==> src/hdl/sorted_unique_max_queue_defines.svh <==
// ----------------------------------------------------------------------------
// Sorted unique max queue: assertion macros
// Shared property wrappers for the checks at the end of the top level.
// ----------------------------------------------------------------------------
`ifndef SORTED_UNIQUE_MAX_QUEUE_DEFINES_SVH
`define SORTED_UNIQUE_MAX_QUEUE_DEFINES_SVH

// Same-cycle implication, clocked on i_clk, off during reset
`define SUQ_ASSERT_IMPL(label, pre, post) \
    label: assert property (@(posedge i_clk) disable iff (!i_rst_n) (pre) |-> (post)) \
        else $error("suq check failed");

// Next-cycle implication, clocked on i_clk, off during reset
`define SUQ_ASSERT_NEXT(label, pre, post) \
    label: assert property (@(posedge i_clk) disable iff (!i_rst_n) (pre) |=> (post)) \
        else $error("suq check failed");

`endif

==> src/hdl/suq_pkg.sv <==
// ----------------------------------------------------------------------------
// Sorted unique max queue: package
// Status codes, sequencer states, cell commands and the cell link type.
// ----------------------------------------------------------------------------
`default_nettype none

package suq_pkg;

    localparam int unsigned VALUE_W  = 32;
    localparam int unsigned STATUS_W = 3;
    // cells per registered OR group of the duplicate search
    localparam int unsigned GRP      = 16;

    typedef enum logic [STATUS_W-1:0] {
        ST_INSERTED  = 3'd0,
        ST_DUPLICATE = 3'd1,
        ST_FULL      = 3'd2,
        ST_POPPED    = 3'd3,
        ST_EMPTY     = 3'd4
    } t_status;

    typedef enum logic [1:0] {
        S_IDLE,
        S_CMP,
        S_RED,
        S_DONE
    } t_state;

    typedef enum logic [1:0] {
        CELL_HOLD,
        CELL_CMP,
        CELL_PUSH,
        CELL_POP
    } t_cell_op;

    // what a cell hands to its right-hand neighbor
    typedef struct packed {
        logic signed [VALUE_W-1:0] entry;
        logic                      lt;
    } t_link;

endpackage

`default_nettype wire

==> src/hdl/suq_cell.sv <==
// ----------------------------------------------------------------------------
// Sorted unique max queue: storage cell
// Holds one entry, compares it with the pending value, and shifts right on
// insert or left on pop.
// ----------------------------------------------------------------------------
`default_nettype none

module suq_cell (
    input  wire logic                              i_clk,
    input  suq_pkg::t_cell_op                      i_op,
    input  wire logic                              i_valid,
    input  wire logic signed [suq_pkg::VALUE_W-1:0] i_value,
    input  suq_pkg::t_link                         i_left,
    input  wire logic signed [suq_pkg::VALUE_W-1:0] i_right_entry,
    output suq_pkg::t_link                         o_link,
    output logic                                   o_eq
);
    import suq_pkg::*;

    logic signed [VALUE_W-1:0] r_entry;
    logic                      r_lt;
    logic                      r_eq;

    always_ff @(posedge i_clk) begin
        case (i_op)
            CELL_CMP: begin
                // an empty cell ranks below every value
                r_lt <= !i_valid || (r_entry < i_value);
                r_eq <= i_valid && (r_entry == i_value);
            end
            CELL_PUSH: begin
                if (r_lt) begin
                    r_entry <= i_left.lt ? i_left.entry : i_value;
                end
            end
            CELL_POP: begin
                r_entry <= i_right_entry;
            end
            default: begin
            end
        endcase
    end

    assign o_link.entry = r_entry;
    assign o_link.lt    = r_lt;
    assign o_eq         = r_eq;

endmodule

`default_nettype wire

==> src/hdl/sorted_unique_max_queue.sv <==
// ----------------------------------------------------------------------------
// Sorted unique max queue
// Bounded set of distinct signed 32-bit values kept largest first in a row
// of cells; push inserts in place, pop returns the largest.
// ----------------------------------------------------------------------------
// A transaction steps through S_CMP, S_RED and S_DONE: start is taken while
// busy is low, the cells compare in S_CMP, the per-group duplicate flags are
// registered in S_RED, the row updates at the end of S_DONE, and o_done is
// high for the single following cycle with o_status and o_popped_value. busy
// is low again in that cycle, so a new transaction may be started then. The
// result is shown for one cycle only: the receiver cannot stall it and must
// take it when o_done is high. The duplicate search is a two-level OR over
// groups of sixteen cells.
`default_nettype none

`include "sorted_unique_max_queue_defines.svh"

module sorted_unique_max_queue #(
    parameter int unsigned CAPACITY = 16
) (
    input  wire logic                               i_clk,
    input  wire logic                               i_rst_n,
    input  wire logic                               start,
    output logic                                    busy,
    input  wire logic                               i_action,
    input  wire logic signed [suq_pkg::VALUE_W-1:0] i_value,
    output logic                                    o_done,
    output logic [suq_pkg::STATUS_W-1:0]            o_status,
    output logic signed [suq_pkg::VALUE_W-1:0]      o_popped_value
);
    import suq_pkg::*;

    localparam int unsigned CW   = $clog2(CAPACITY + 1);
    localparam int unsigned NGRP = (CAPACITY + GRP - 1) / GRP;

    t_state                    r_state, n_state;
    logic                      r_action;
    logic signed [VALUE_W-1:0] r_value;
    logic [CW-1:0]             r_count, n_count;
    logic [NGRP-1:0]           r_grp, n_grp;
    logic                      r_done, n_done;
    t_status                   r_status, n_status;
    logic signed [VALUE_W-1:0] r_popped, n_popped;
    t_cell_op                  w_op;
    logic                      w_dup;
    logic                      w_full;

    logic [CAPACITY-1:0]        w_valid;
    logic [CAPACITY-1:0]        w_eq;
    logic [NGRP*GRP-1:0]        w_eq_pad;
    t_link                      w_link [CAPACITY];

    // ---- cell row ----
    for (genvar i = 0; i < CAPACITY; i++) begin : g_cell
        t_link                     w_left;
        logic signed [VALUE_W-1:0] w_right;

        assign w_valid[i] = CW'(i) < r_count;

        if (i == 0) begin : g_head
            assign w_left.entry = '0;
            assign w_left.lt    = 1'b0;
        end else begin : g_body
            assign w_left = w_link[i-1];
        end

        if (i == CAPACITY - 1) begin : g_tail
            assign w_right = w_link[i].entry;
        end else begin : g_mid
            assign w_right = w_link[i+1].entry;
        end

        suq_cell u_cell (
            .i_clk         (i_clk),
            .i_op          (w_op),
            .i_valid       (w_valid[i]),
            .i_value       (r_value),
            .i_left        (w_left),
            .i_right_entry (w_right),
            .o_link        (w_link[i]),
            .o_eq          (w_eq[i])
        );
    end

    // ---- duplicate search, one register level per group ----
    assign w_eq_pad = (NGRP*GRP)'(w_eq);

    for (genvar g = 0; g < NGRP; g++) begin : g_grp
        assign n_grp[g] = |w_eq_pad[g*GRP +: GRP];
    end

    assign w_dup  = |r_grp;
    assign w_full = (r_count == CW'(CAPACITY));

    // ---- sequencer ----
    always_ff @(posedge i_clk) begin
        if (!i_rst_n) begin
            r_state <= S_IDLE;
            r_count <= '0;
            r_done  <= 1'b0;
        end else begin
            r_state <= n_state;
            r_count <= n_count;
            r_done  <= n_done;
        end
    end

    always_ff @(posedge i_clk) begin
        if (r_state == S_IDLE && start) begin
            r_action <= i_action;
            r_value  <= i_value;
        end
        r_grp    <= n_grp;
        r_status <= n_status;
        r_popped <= n_popped;
    end

    always_comb begin
        n_state  = r_state;
        n_count  = r_count;
        n_done   = 1'b0;
        n_status = r_status;
        n_popped = r_popped;
        w_op     = CELL_HOLD;
        unique case (r_state)
            S_IDLE: begin
                if (start) begin
                    n_state = S_CMP;
                end
            end
            S_CMP: begin
                w_op    = CELL_CMP;
                n_state = S_RED;
            end
            S_RED: begin
                n_state = S_DONE;
            end
            S_DONE: begin
                n_state  = S_IDLE;
                n_done   = 1'b1;
                n_popped = '0;
                if (r_action) begin
                    if (r_count == '0) begin
                        n_status = ST_EMPTY;
                    end else begin
                        n_status = ST_POPPED;
                        n_popped = w_link[0].entry;
                        n_count  = r_count - CW'(1);
                        w_op     = CELL_POP;
                    end
                end else if (w_dup) begin
                    n_status = ST_DUPLICATE;
                end else if (w_full) begin
                    n_status = ST_FULL;
                end else begin
                    n_status = ST_INSERTED;
                    n_count  = r_count + CW'(1);
                    w_op     = CELL_PUSH;
                end
            end
            default: begin
                n_state = S_IDLE;
            end
        endcase
    end

    assign busy           = (r_state != S_IDLE);
    assign o_done         = r_done;
    assign o_status       = r_status;
    assign o_popped_value = r_popped;

    // ---- checks ----
    `SUQ_ASSERT_IMPL(a_count_bound, 1'b1, r_count <= CW'(CAPACITY))
    `SUQ_ASSERT_IMPL(a_zero_unless_pop, o_done && o_status != ST_POPPED, o_popped_value == '0)
    `SUQ_ASSERT_IMPL(a_done_latency, o_done, $past(start && !busy, 4))
    `SUQ_ASSERT_NEXT(a_count_step, !(r_state == S_DONE), $stable(r_count))

endmodule

`default_nettype wire

==> config.mk <==
export PLATFORM = sky130hd
export DESIGN_NAME = sorted_unique_max_queue
export DESIGN_NICKNAME = d
export VERILOG_FILES = /design/src/hdl/suq_pkg.sv /design/src/hdl/suq_cell.sv /design/src/hdl/sorted_unique_max_queue.sv
export VERILOG_INCLUDE_DIRS = /design/src /design/src/hdl
export SDC_FILE = /design/constraint.sdc
export NUM_CORES = 2
export LEC_CHECK = 0
export BUFFER_PORTS_ARGS = -buffer_cell sky130_fd_sc_hd__buf_2
export CORE_MARGIN = 2
export CORE_UTILIZATION = 30
export CTS_BUF_LIST = sky130_fd_sc_hd__clkbuf_16
export DETAILED_ROUTE_END_ITERATION = 10
export SLEW_MARGIN = 40
export SYNTH_ARGS = -nofsm -noshare
export SYNTH_HDL_FRONTEND = slang
export SYNTH_HIERARCHICAL = 1
export SYNTH_SLANG_ARGS = --single-unit
export TNS_END_PERCENT = 50
==> constraint.sdc <==
create_clock -name i_clk -period 4.3 [get_ports i_clk]
set_input_delay 0.43 -clock i_clk [delete_from_list [all_inputs] [get_ports i_clk]]
set_output_delay 0.43 -clock i_clk [all_outputs]
set_load 0.005 [all_outputs]
==> results.py <==
metrics = {
    "timing": {
        "setup_violations": 0,
        "grt_setup_unrepaired": "no",
        "tightest_slew_ns": 0.7532,
        "post-route-min-period_ns": 3.309,
        "setup_ws_ns": 0.9906,
        "fin_skew_ns": 0.04048,
        "tns_ns": 0,
        "slew_headroom_pct": 49.36,
        "maxSlewViolCount": 0,
        "max_freq_ghz": 0.3022,
        "hold_viol": 0,
        "fin_crit_sh_pct": 76.96,
    },
    "yosys": {
        "synth_warnings": 6,
        "synth_area_um2": 44020,
        "synth_area_per_cell_um2": 10.19,
        "synthCells": 4319,
    },
    "global_routing": {
        "grt_overflow": 0,
        "antenna_found_initial": 1,
        "grt_pass1_vias": 32860,
        "grt_pass1_wl_um": 195300,
        "grt_max_degree": 65,
        "grt_use_total_pct": 16.44,
    },
    "drt": {
        "drt_iter0_drc": 2553,
        "dr.pass1.iters": 6,
        "drc": 0,
        "ant_nets": 0,
        "routedWlPerCell_um": 19.62,
        "vias_per_cell": 5.143,
        "wl_um": 125900,
        "vias": 33010,
    },
    "setup_path": {
        "required_ns": 4.67,
        "r2r_cells": 9,
        "crit_path_max_fanout": 64,
        "critPathLaunch": "r_count[1]",
        "timing.rr.end": "g_cell[0].u_cell/r_entry[25]",
        "r2r_slack_ns": 0.99,
        "endpoint": "g_cell[0].u_cell/r_entry[25]",
        "worstSetupEndpointType": "register",
        "arrival_ns": 3.68,
        "critPathKind": "register to register",
        "timing.rr.start": "r_count[1]",
        "cp-start-kind": "register",
    },
    "placement": {
        "hpwlAfterDp_um": 96930,
        "dp_worst_setup_slack_ns": 0.9598,
        "place.gp.congestion": 0.8502,
        "numPortBuffers": 72,
    },
    "layout": {
        "insertedDiodeCount": 0,
        "nFillCells": 14640,
        "multi_input_area_um2": 22680,
        "nets": 4995,
        "layout-area-overhead-vs-synth_pct": 13.05,
        "final_layout_size_suffix_gt1_share_pct": 9.022,
        "final-seq-area_um2": 18560,
    },
    "die": {
        "num_rows": 140,
        "core_um2": 145700,
        "die_h_um": 387.1,
        "initial_core_util_pct": 30.21,
        "pin_count": 73,
        "dieArea_um2": 149800,
        "die_x_um": 387.1,
    },
    "flow_run": {
        "max_cap_viol_count": 0,
    },
    "min_path": {
        "hold_class": "input pin to register",
    },
    "clock_tree": {
        "cts_tree": "yes",
        "clkSlewWorstSetupHoldPaths_ns": 0.06,
        "clk_latency_ns": 0.67,
        "numCtsBuffers": 78,
        "root_buffer": "clkbuf_16",
        "cts-resized-gates": 0,
        "h-tree-depth": 3,
        "cts.sink_count": 621,
        "cts.path.max_buffers": 3,
    },
    "run_status": {
        "status": "complete, no violations",
    },
    "power_and_ir_drop": {
        "total_leakage_power_nw": 23.47,
        "vdd_drop_max_mv": 0.2897,
        "power-per-cell-area_nw_per_um2": 341.3,
    },
}
==> stage by stage <==
step | cells | power (mW) | utilization, % | cell area [um^2] | hold slack, ns
floorplan | 4351 | 9.364 | - | 44140 | 0.4171
CTS | 6414 | 17.10 | 34.13 | 49740 | 0.1531
detailed placement | 6240 | 10.61 | 32.21 | 46950 | 0.4934
global placement | 6232 | 10.42 | 32.14 | 46840 | 0.4995
finish | 6417 | 16.99 | 34.15 | 49770 | 0.1606
global route | 6417 | 17.75 | 34.15 | 49770 | 0.1783
==> flip-flops by register name (all words and copies together), names as in the netlist <==
register,cells
g_cell.u_cell/o_eq,16
g_cell.u_cell/r_entry,512
g_cell.u_cell/r_lt,16
o_done,1
o_popped_value,32
o_status,3
r_action,1
r_count,5
r_grp,1
r_state,2
r_value,32
==> power by group <==
group          internal, mW  switching, mW
sequential             6.80         0.0757
combinational          1.28           2.41
clock                  3.65           2.77
==> cells in the final DEF (no fill, tap or decap), types with 17 or more instances in the layout <==
master / count
clkbuf_16: 79
o21ai_0: 418
ha_1: 519
clkinv_1: 25
nand3_1: 97
nand4_1: 113
dlygate4sd3_1: 33
inv_1: 561
buf_4: 90
conb_1: 33
o31ai_1: 32
buf_2: 72
o311ai_2: 32
nand2_1: 526
edfxtp_1: 612
nor2_1: 38
a21oi_1: 162
nor3_1: 17
o21a_1: 17
a21o_1: 83
a21boi_0: 48
and3_1: 32
mux2i_1: 517
o21ai_1: 97
nor2b_1: 18
and4_1: 32
==> layer usage <==
layer  routed length [um]  track usage, %  share of wire [%]
met3                 6267           1.818                5.0
met1                60680           23.68                 48
met4                 2969           4.545                2.4
met2                55980           25.98                 44
met5                    0               0                  0
==> worst min-delay path by stage <==
stage                           startpoint         end  slack, ns  depth (start not counted)
floorplan           g_cell[14].u_cell/o_eq       r_grp       0.42                          2
global placement     g_cell[9].u_cell/o_eq       r_grp       0.50                          2
detailed placement   g_cell[9].u_cell/o_eq       r_grp       0.49                          2
CTS                                i_rst_n  r_count[1]       0.15                          2
global route                       i_rst_n  r_state[0]       0.18                          2
finish                             i_rst_n  r_count[1]       0.16                          2
==> area by class of cell <==
class                           count  share of cell area (%)
Inverter                          552                   4.163
Clock inverter                     62                  0.9604
Sequential cell                   621                   37.29
Clock buffer                       79                   3.972
Tap cell                         1917                   4.819
Multi-Input combinational cell   2974                   45.56
Timing Repair Buffer              212                   3.236
==> worst max-delay path: stages, from the launching register on <==
cell and delay, ns:
dfxtp_1 0.48, inv_1 0.13, ha_1 0.23, or4b_1 0.23, buf_4 0.32, a21o_1 0.49, buf_12 0.23, and2_2 0.17
buf_4 0.48, o21ai_0 0.20
==> timing repair <==
| item | in CTS | in global routing |
|---|---|---|
| buffers inserted | 0 | 0 |
| hold buffers | 33 | 0 |
| hold endpoints to repair | 33 | 0 |
No activity file was read; power rests on OpenSTA's default activity.
